--- config.mk ---
export PLATFORM = sky130hd
export DESIGN_NAME = token_bucket_shaper
export DESIGN_NICKNAME = d
export VERILOG_FILES = /design/src/sv/tbs_pkg.sv /design/src/sv/tbs_cfg.sv /design/src/sv/tbs_refill.sv /design/src/sv/tbs_bucket.sv /design/src/sv/token_bucket_shaper.sv
export SDC_FILE = /design/constraint.sdc
export NUM_CORES = 2
export LEC_CHECK = 0
export BUFFER_PORTS_ARGS = -buffer_cell sky130_fd_sc_hd__buf_2
export CORE_MARGIN = 3
export CORE_UTILIZATION = 35
export DETAILED_ROUTE_END_ITERATION = 10
export MAX_ROUTING_LAYER = met4
export SLEW_MARGIN = 30
export SYNTH_ARGS = -nofsm -noshare
export SYNTH_HDL_FRONTEND = slang
export SYNTH_SLANG_ARGS = --single-unit
--- constraint.sdc ---
create_clock -name clk -period 8.6 [get_ports clk]
set_clock_uncertainty 0.2 [all_clocks]
set_input_delay 1.72 -clock clk [delete_from_list [all_inputs] [get_ports clk]]
set_output_delay 1.72 -clock clk [all_outputs]
set_load 0.02 [all_outputs]
--- src/sv/tbs_pkg.sv ---
// Shared types and constants for the token bucket shaper.
`default_nettype none

package tbs_pkg;

  localparam int TOKEN_SHIFT = 20;
  localparam int TOKEN_W     = 36;
  localparam int RATE_W      = 30;
  localparam int DEPTH_W     = 16;
  localparam int MINC_W      = 16;
  localparam int OVHD_W      = 8;
  localparam int LEN_W       = 16;
  localparam int TIME_W      = 32;
  localparam int CHARGE_W    = 17;
  localparam int REFILL_W    = TIME_W + RATE_W - TOKEN_SHIFT;
  localparam int CFG_ADDR_W  = 2;
  localparam int CFG_DATA_W  = 30;

  localparam logic [RATE_W-1:0]  RATE_RST  = RATE_W'(64000);
  localparam logic [DEPTH_W-1:0] DEPTH_RST = DEPTH_W'(1500);
  localparam logic [MINC_W-1:0]  MINC_RST  = MINC_W'(256);
  localparam logic [OVHD_W-1:0]  OVHD_RST  = OVHD_W'(24);

  typedef enum logic [CFG_ADDR_W-1:0] {
    CFG_TOKEN_RATE   = 2'd0,
    CFG_BUCKET_DEPTH = 2'd1,
    CFG_MIN_CHARGE   = 2'd2,
    CFG_OVERHEAD     = 2'd3
  } cfg_idx_t;

  typedef struct packed {
    logic [RATE_W-1:0]  token_rate;
    logic [DEPTH_W-1:0] bucket_depth;
    logic [MINC_W-1:0]  min_charge;
    logic [OVHD_W-1:0]  per_packet_overhead;
  } cfg_t;

  // Word handed from the refill pipeline to the bucket stage.
  typedef struct packed {
    logic [REFILL_W-1:0] refill;
    logic [CHARGE_W-1:0] charge;
  } refill_t;

endpackage

`default_nettype wire

--- src/sv/tbs_cfg.sv ---
// Configuration register bank of the token bucket shaper.
`default_nettype none

module tbs_cfg
  import tbs_pkg::*;
(
  input  wire logic                  clk,
  input  wire logic                  rst,
  input  wire logic                  cfg_we,
  input  wire logic [CFG_ADDR_W-1:0] cfg_addr,
  input  wire logic [CFG_DATA_W-1:0] cfg_wdata,
  output cfg_t                       cfg
);

  always_ff @(posedge clk) begin
    if (rst) begin
      cfg.token_rate          <= RATE_RST;
      cfg.bucket_depth        <= DEPTH_RST;
      cfg.min_charge          <= MINC_RST;
      cfg.per_packet_overhead <= OVHD_RST;
    end else if (cfg_we) begin
      case (cfg_idx_t'(cfg_addr))
        CFG_TOKEN_RATE:   cfg.token_rate          <= cfg_wdata[RATE_W-1:0];
        CFG_BUCKET_DEPTH: cfg.bucket_depth        <= cfg_wdata[DEPTH_W-1:0];
        CFG_MIN_CHARGE:   cfg.min_charge          <= cfg_wdata[MINC_W-1:0];
        CFG_OVERHEAD:     cfg.per_packet_overhead <= cfg_wdata[OVHD_W-1:0];
        default: ;
      endcase
    end
  end

endmodule

`default_nettype wire

--- src/sv/tbs_refill.sv ---
// Input register, elapsed time, refill product and packet charge stages.
`default_nettype none

module tbs_refill
  import tbs_pkg::*;
(
  input  wire logic              clk,
  input  wire logic              rst,
  input  wire cfg_t              cfg,
  input  wire logic              in_valid,
  output logic                   in_ready,
  input  wire logic [LEN_W-1:0]  packet_length,
  input  wire logic [TIME_W-1:0] now_us,
  output logic                   b_valid,
  output refill_t                b_data,
  input  wire logic              b_ready
);

  logic                a_valid;
  logic [LEN_W-1:0]    a_len;
  logic [TIME_W-1:0]   a_elapsed;
  logic [TIME_W-1:0]   last_time_us;
  logic                a_ready;
  logic                a_adv;
  logic                b_en;
  logic                in_acc;
  logic [RATE_W+TIME_W-1:0] product;
  logic [CHARGE_W-1:0] charge_raw;
  logic [CHARGE_W-1:0] charge_next;

  // a stage may load when empty or when its word moves on
  assign b_en     = !b_valid || b_ready;
  assign a_ready  = !a_valid || b_en;
  assign a_adv    = a_valid && b_en;
  assign in_ready = a_ready;
  assign in_acc   = in_valid && a_ready;

  always_ff @(posedge clk) begin
    if (rst) begin
      a_valid      <= 1'b0;
      last_time_us <= '0;
    end else begin
      if (in_acc) begin
        a_valid      <= 1'b1;
        last_time_us <= now_us;
      end else if (a_adv) begin
        a_valid <= 1'b0;
      end
    end
  end

  // elapsed wraps modulo 2^32
  always_ff @(posedge clk) begin
    if (in_acc) begin
      a_len     <= packet_length;
      a_elapsed <= now_us - last_time_us;
    end
  end

  assign product    = RATE_W'(cfg.token_rate) * (RATE_W+TIME_W)'(a_elapsed);
  assign charge_raw = CHARGE_W'(a_len) + CHARGE_W'(cfg.per_packet_overhead);
  assign charge_next = (charge_raw < CHARGE_W'(cfg.min_charge)) ?
                       CHARGE_W'(cfg.min_charge) : charge_raw;

  always_ff @(posedge clk) begin
    if (rst) begin
      b_valid <= 1'b0;
    end else if (b_en) begin
      b_valid <= a_valid;
    end
  end

  always_ff @(posedge clk) begin
    if (a_adv) begin
      b_data.refill <= product[RATE_W+TIME_W-1:TOKEN_SHIFT];
      b_data.charge <= charge_next;
    end
  end

  // a stalled word keeps its elapsed time
  a_hold: assert property (@(posedge clk) disable iff (rst)
    a_valid && !b_en |=> a_valid && $stable(a_elapsed) && $stable(a_len))
    else $error("stage A word lost while stalled");

  // a stalled refill word stays put until the bucket takes it
  b_hold: assert property (@(posedge clk) disable iff (rst)
    b_valid && !b_ready |=> b_valid && $stable(b_data))
    else $error("refill word lost while stalled");

  // the last time always follows the last accepted word
  last_track: assert property (@(posedge clk) disable iff (rst)
    in_acc |=> last_time_us == $past(now_us))
    else $error("last time not updated on accept");

endmodule

`default_nettype wire

--- src/sv/tbs_bucket.sv ---
// Token count update, admission decision and result register.
`default_nettype none

module tbs_bucket
  import tbs_pkg::*;
(
  input  wire logic                clk,
  input  wire logic                rst,
  input  wire cfg_t                cfg,
  input  wire logic                b_valid,
  input  wire refill_t             b_data,
  output logic                     b_ready,
  output logic                     out_valid,
  input  wire logic                out_ready,
  output logic                     admitted,
  output logic [CHARGE_W-1:0]      charged_bytes
);

  localparam int SUM_W = REFILL_W + 1;

  logic [TOKEN_W-1:0] token_count;
  logic [TOKEN_W-1:0] token_count_next;
  logic [SUM_W-1:0]   sum;
  logic [TOKEN_W-1:0] cap;
  logic [TOKEN_W-1:0] clamped;
  logic               admit;
  logic               load;

  assign b_ready = !out_valid || out_ready;
  assign load    = b_valid && b_ready;

  assign sum     = SUM_W'(token_count) + SUM_W'(b_data.refill);
  assign cap     = {cfg.bucket_depth, {TOKEN_SHIFT{1'b0}}};
  assign clamped = (sum > SUM_W'(cap)) ? cap : sum[TOKEN_W-1:0];
  assign admit   = b_data.charge <= CHARGE_W'(clamped[TOKEN_W-1:TOKEN_SHIFT]);

  // charge fits 16 bits whenever admitted
  assign token_count_next = admit ?
    clamped - {b_data.charge[TOKEN_W-TOKEN_SHIFT-1:0], {TOKEN_SHIFT{1'b0}}} : clamped;

  always_ff @(posedge clk) begin
    if (rst) begin
      token_count <= '0;
      out_valid   <= 1'b0;
    end else begin
      if (load) begin
        token_count <= token_count_next;
      end
      if (b_ready) begin
        out_valid <= b_valid;
      end
    end
  end

  always_ff @(posedge clk) begin
    if (load) begin
      admitted      <= admit;
      charged_bytes <= b_data.charge;
    end
  end

  bucket_cap: assert property (@(posedge clk) disable iff (rst)
    load |=> token_count <= $past(cap))
    else $error("token count above bucket depth after update");

  reject_keeps: assert property (@(posedge clk) disable iff (rst)
    load && !admit |=> token_count == $past(clamped) && !admitted)
    else $error("rejected word changed the token count");

  admit_drops: assert property (@(posedge clk) disable iff (rst)
    load && admit |=> token_count < $past(clamped) || $past(b_data.charge) == '0)
    else $error("admitted word did not deduct tokens");

endmodule

`default_nettype wire

--- src/sv/token_bucket_shaper.sv ---
// Token bucket shaper top level: config bank, refill pipeline, bucket stage.
// An accepted input word passes the stage A register, then the refill register, and its
// result word lands in the output register, from where it can leave. Each of the three
// registers moves on as soon as the one after it is empty or being emptied.
// Throughput: one word per cycle while m_tready is high; the token count update is a single
// add, clamp, compare and subtract in the bucket stage, refill product computed one stage ahead.
// Reset (synchronous, rst high): token count and last time cleared, pipeline emptied,
// registers back to rate 64000, depth 1500, minimum charge 256, overhead 24.
`default_nettype none

module token_bucket_shaper
  import tbs_pkg::*;
(
  input  wire logic                  clk,
  input  wire logic                  rst,
  // configuration write port
  input  wire logic                  cfg_we,
  input  wire logic [CFG_ADDR_W-1:0] cfg_addr,
  input  wire logic [CFG_DATA_W-1:0] cfg_wdata,
  // request stream
  input  wire logic                  s_tvalid,
  output logic                       s_tready,
  input  wire logic [47:0]           s_tdata,  // [15:0] packet_length, [47:16] now_us
  // decision stream
  output logic                       m_tvalid,
  input  wire logic                  m_tready,
  output logic [23:0]                m_tdata   // [0] admitted, [17:1] charged_bytes, rest 0
);

  cfg_t                cfg;
  logic                b_valid;
  logic                b_ready;
  refill_t             b_data;
  logic                admitted;
  logic [CHARGE_W-1:0] charged_bytes;

  // register bank; the user must write it only while the shaper is idle, the bank does not enforce it
  tbs_cfg u_cfg (
    .clk       (clk),
    .rst       (rst),
    .cfg_we    (cfg_we),
    .cfg_addr  (cfg_addr),
    .cfg_wdata (cfg_wdata),
    .cfg       (cfg)
  );

  // capture the request, form elapsed time, then refill product and charge
  tbs_refill u_refill (
    .clk           (clk),
    .rst           (rst),
    .cfg           (cfg),
    .in_valid      (s_tvalid),
    .in_ready      (s_tready),
    .packet_length (s_tdata[LEN_W-1:0]),
    .now_us        (s_tdata[LEN_W+TIME_W-1:LEN_W]),
    .b_valid       (b_valid),
    .b_data        (b_data),
    .b_ready       (b_ready)
  );

  // refill and clamp the bucket, decide, deduct, hold the result word
  tbs_bucket u_bucket (
    .clk           (clk),
    .rst           (rst),
    .cfg           (cfg),
    .b_valid       (b_valid),
    .b_data        (b_data),
    .b_ready       (b_ready),
    .out_valid     (m_tvalid),
    .out_ready     (m_tready),
    .admitted      (admitted),
    .charged_bytes (charged_bytes)
  );

  // pack the result word, pad to whole bytes
  assign m_tdata = {6'b0, charged_bytes, admitted};

endmodule

`default_nettype wire

# Word-level counts from Yosys, hierarchy flattened
# Index checks and enable logic that the tools add are counted.
[word_totals]
regBits = 266
latchBits = 0
mem_bits_rw = 0
romBits = 0
input_bits = 85
out_inout_bits = 26
word_cells = 47
mem_count = 0
[classes]
addsub = 4
multipliers = 1
div_mod_pow = 0
magnitude_cmp = 3
n_eq_ne = 3
n_shift = 0
mux = 5
bitwise = 0
reduce_logical = 15
[ops]
columns = ["op", "count"]
rows = [
  ["36-bit two-way mux", 2],
  ["30-bit by 32-bit multiplier with 62-bit output", 1],
  ["36-bit by 42-bit adder with 43-bit output", 1],
  ["43-bit by 36-bit > comparator with 1-bit output", 1],
  ["36-bit subtractor", 1],
  ["32-bit subtractor", 1],
  ["16-bit by 8-bit adder with 17-bit output", 1],
  ["17-bit by 16-bit <= comparator with 1-bit output", 1],
  ["17-bit by 16-bit < comparator with 1-bit output", 1],
  ["16-bit two-way mux", 1],
  ["2-bit AND reduction", 4],
  ["2-bit equality test, second input constant", 2],
  ["1-bit logical AND", 3],
  ["1-bit zero test", 3],
  ["1-bit logical OR", 3],
  ["2-bit by 1-bit equality test with 1-bit output, second input constant", 1],
  ["2-bit zero test", 1],
  ["1-bit two-way mux", 2],
  ["2-bit nonzero test", 1],
]

# Longest topological paths before layout
[logic_depth]
ltp_word = 6
mapped_depth = 39
mapped_depth_nobuf = 35

# By module
# Synthesis repeated with hierarchy kept, for this count alone.
[hier_totals]
cells_unflattened = 5058
hier_area_um2 = 46727.3
[modules_own_cells]
columns = ["mod", "n_inst", "cells_per_inst", "area_per_inst_um2", "seq_area_each_um2"]
rows = [
  ["tbs_refill", 1, 4004, 37656.1, 3893.7],
  ["tbs_bucket", 1, 769, 6110.9, 1281.2],
  ["tbs_cfg", 1, 277, 2904.0, 1401.3],
  ["token_bucket_shaper", 1, 8, 56.3, 0.0],
]

# Worst setup path before layout
# No wires, ideal clock.
[synth_timing]
path_type = "reg2reg"
start = "reg u_refill.b_data[23] (netlist name)"
end = "reg u_bucket.token_count[35]"
setup_ns = 0.083
arrival_time_ns = 7.562
required_ns = 8.317
path_slack_ns = 0.755
path_stages_with_launch = 38
n_path_buf = 3
period_less_slack_ns = 7.845
cell_sequence = "edfxtp_1 > ha_1 > a211o_1 > a2bb2oi_1 > nand3b_1 > a211oi_1 > nor4b_1 > or2_2 > clkbuf_1 > o41a_1 > a31oi_1 > xor2_1 > ha_1 > and3_1 > nand3_1 > nor2_1 > nand2_1 > or4_1 > [2 not listed] > a21oi_1 > nor4_2 > buf_4 > buf_12 > mux2i_1 > inv_1 > ha_1 > nor2b_1 > o21ai_0 > a21boi_0 > o21ai_0 > a21boi_0 > o21ai_0 > a21oi_1 > a2111o_1 > a311oi_1 > o31ai_1 > o221ai_1"
[synth_via]
elab_chain_len = 5
word_cells_on_any_way = 6
cone_classes = "2 x add/sub; 2 x order compare; 2 x mux"
[synth_lines]
columns = ["element", "line", "text"]
rows = [
  ["36-bit by 42-bit adder with 43-bit output *", "tbs_bucket.sv:32", "assign sum = SUM_W'(token_count) + SUM_W'(b_data.refill);"],
  ["43-bit by 36-bit > comparator with 1-bit output", "tbs_bucket.sv:34", "assign clamped = (sum > SUM_W'(cap)) ? cap : sum[TOKEN_W-1:0];"],
  ["36-bit two-way mux *", "tbs_bucket.sv:34", ""],
  ["36-bit subtractor / 17-bit by 16-bit <= comparator with 1-bit output (equally long branches)", "tbs_bucket.sv:39, tbs_bucket.sv:35", ""],
  ["36-bit two-way mux *", "tbs_bucket.sv:38", "assign token_count_next = admit ?"],
  ["end signal: assignment", "tbs_bucket.sv:47", "token_count <= token_count_next;"],
  ["end: declaration", "tbs_bucket.sv:21", "logic [TOKEN_W-1:0] token_count;"],
]
# Mark *: on every way between the ends. The rest lies on a longest branch, timed or not.
# A chain may end at the register's enable or synchronous reset.

# Worst setup path after layout
[layout_timing]
start = "reg u_refill.a_elapsed[8]"
end = "reg u_refill.b_data[55] (netlist name)"
[layout_via]
elab_chain_len = 1
[layout_lines]
columns = ["element", "line", "text"]
rows = [
  ["start: declaration", "tbs_refill.sv:21", "logic [TIME_W-1:0] a_elapsed;"],
  ["start signal: assignment", "tbs_refill.sv:56", "a_elapsed <= now_us - last_time_us;"],
  ["30-bit by 32-bit multiplier with 62-bit output", "tbs_refill.sv:60", "assign product = RATE_W'(cfg.token_rate) * (RATE_W+TIME_W)'(a_elapsed);"],
  ["named net u_refill.product[58]", "tbs_refill.sv:27", "logic [RATE_W+TIME_W-1:0] product;"],
]
# The timed path passes the listed nets, and every way through them passes these cells.

==> flow_summary.json <==
{
  "status": "finished, final reports clean",
  "synth_flop_cell": "dfxtp_1",
  "vias": 33900,
  "syn_area_mm2": 0.0459,
  "nNetsFinal": 6448,
  "gp_congestion": 0.946,
  "avgSynthCellArea_um2": 9.09,
  "antenna_found_initial": 6,
  "core_mm2": 0.130,
  "groute.usage.overall_pct": 19.9,
  "arrival_ns": 8.36,
  "min_period_over_period_pct": 96.4,
  "finalHoldViolations": 0,
  "cts-root-buf": "clkbuf_16",
  "io_buffers": 104,
  "ctsHoldBuffers": 0,
  "via_per_inst": 4.91,
  "rows": 132,
  "synth_top_cells_by_count": "inv_1 (964), fa_1 (839), nand2_1 (701), and2_1 (569), ha_1 (384)",
  "finalSetupViolCount": 0,
  "slowest_stage": "fa_1",
  "cts_buffers": 34,
  "die_w_um": 368,
  "drc": 0,
  "crit_buf_inv": 10,
  "tns_ns": 0,
  "start_util_pct": 35.4,
  "cp_max_fo": 15,
  "fp.dieArea_mm2": 0.136,
  "cts_sinks": 266,
  "fmax_mhz": 121,
  "synth_top_area_cell": "fa_1",
  "slew_violations": 0,
  "start_kind": "flip-flop",
  "hold_path_class": "reg -> reg",
  "crit_top_cell": "fa_1",
  "tightest_slew_ns": 0.980,
  "grt_start_max_net_pins": 79,
  "critPathMaxStageDelay_ns": 0.53,
  "synth_seq_cells": 266,
  "wl_per_cell_um": 18.7,
  "area_delta_synth_final_pct": 10.4,
  "synth.top_cell.area_share_pct": 36.6,
  "drt-total-wl_um": 129000,
  "synth.most_common_cell": "inv_1",
  "crit_type": "reg -> reg",
  "yosysWarnings": 0,
  "endpoint_kind": "flip-flop",
  "fillCellCount": 13100,
  "max_slew_margin_pct": 34.6,
  "netlist_top_cells_area": "fa_1 (37%), ha_1 (10%), edfxtp_1 (8.2%)",
  "fp.dieH_um": 368,
  "crit_family": "adder cells",
  "drv_cap": 0,
  "synth_enable_flop_cells": 125,
  "drive_gt1_share_pct": 8.27,
  "cts_htree_levels": 2,
  "syn_inst": 5052,
  "drt_iter0_markers": 2138,
  "worstPathRequired_ns": 8.67,
  "rsz0062_at_grt": "no",
  "hpwl_um": 105000,
  "first_pass_iters": 7,
  "ant_nets": 0,
  "period_minus_slack_ns": 8.29,
  "cts_tree": "yes",
  "pin_count": 111,
  "multiInputGateArea_mm2": 0.0349,
  "cts_buffer_depth": 3,
  "grt.overflow.total": 0,
  "synth_cell_types": 77,
  "insertion_delay_ns": 0.57,
  "final-seq-area_mm2": 0.00658,
  "grt_pass1_wl_um": 206000,
  "ys_seq_area_share_pct": 14.3,
  "synthArstFlopShare_pct": 0,
  "clkSlewWorstSetupHoldPaths_ns": 0.06,
  "grt_pass1_vias": 36000
}
[metal layers]
| layer | wire, um | track usage (%) |
|---|---|---|
| met4 | 3110 | 4.68 |
| met1 | 59200 | 27.0 |
| met5 | 0 | - |
| met3 | 8690 | 3.68 |
| met2 | 58200 | 30.8 |
[through the flow]
stage | hold slack (ns) | cell area [um^2] | utilization [%] | setup WS, ns | instances
CTS | 0.255 | 50500 | 38.8 | 0.00363 | 6896
detailed placement | 0.246 | 49300 | 38.0 | 0.0284 | 6836
global route | 0.272 | 50700 | 39.0 | 0.0111 | 6911
global placement | 0.241 | 49300 | 38.0 | 0.0960 | 6836
finish | 0.252 | 50700 | 39.0 | 0.313 | 6914
floorplan | 0.233 | 46000 | - | 0.755 | 5057
[worst min-delay path, delay by kind of cell, from the launching register on]
kind | cells | cell delay [ns]
and+or+nand+nor | 1 | 0.05
DFF | 1 | 0.30
AOI/OAI and AO/OA | 1 | 0.05
[layout by cell type, fill, tap and decap left out, types with 13 or more instances in the layout]
| cell type | count |
|---|---|
| nor2_1 | 95 |
| edfxtp_1 | 125 |
| o21bai_1 | 20 |
| a21oi_1 | 230 |
| nand3_1 | 53 |
| mux2i_1 | 17 |
| nand2_1 | 701 |
| buf_4 | 180 |
| nand3b_1 | 21 |
| nand2b_1 | 19 |
| buf_12 | 20 |
| mux2_2 | 16 |
| xnor2_1 | 86 |
| o21a_1 | 22 |
| dfxtp_1 | 137 |
| nand4_1 | 25 |
| inv_1 | 963 |
| a31oi_1 | 13 |
| and3_1 | 19 |
| a211oi_1 | 17 |
| clkbuf_16 | 35 |
| buf_2 | 103 |
| a21o_1 | 76 |
| nor2b_1 | 20 |
| o21ai_0 | 73 |
| nor3_1 | 27 |
| and2_1 | 569 |
| xor2_1 | 38 |
| ha_1 | 381 |
| fa_1 | 838 |
[timing repair]
item	CTS	global route
resized for setup	0	38
buffers inserted	0	10
endpoints found under the setup margin	0	27
[cell type report]
type,count,share of cell area (%)
multi-input cells,3569,68.8
flip-flops and latches,266,13.0
inverters,964,7.14
repair buffers,305,4.51
well taps,1742,4.30
clock buffers,44,1.89
clock inverters,16,0.321
diodes,8,0.0395
[state kept, by name, indices dropped and copies added, names as in the netlist]
register                count
u_bucket.out_valid          1
u_refill.last_time_us      32
u_refill.b_data            59
u_refill.a_elapsed         32
u_bucket.token_count       36
u_bucket.charged_bytes     17
u_refill.b_valid            1
u_cfg.cfg                  70
u_refill.a_valid            1
u_refill.a_len             16
u_bucket.admitted           1
[worst paths after layout]
path	slack [ns]	end	start	depth (start not counted)
max reg2reg	0.31	u_refill.b_data[55]	u_refill.a_elapsed[8]	29
max	0.31	u_refill.b_data[55]	u_refill.a_elapsed[8]	29
min reg2reg	0.25	u_refill.last_time_us[8]	u_refill.last_time_us[8]	2
min	0.25	u_refill.last_time_us[8]	u_refill.last_time_us[8]	2
[cell families (layout without fill, tap and decap cells)]
family | count (synthesis) | after routing | share of synthesized area, %
compound gates | 578 | 578 | 7.90
xor+xnor | 125 | 125 | 2.38
fa+ha+maj | 1223 | 1223 | 47.0
buf+inv | 1222 | 1329 | 10.1
flops | 266 | 266 | 14.3
mux | 35 | 35 | 0.806
other cells | 1 | 14 | 0.00816
simple gates | 1602 | 1602 | 17.4
Power is left out: the tool's default activity adds up to more than one toggle a clock period on the data nets, which glitch-free logic cannot reach.
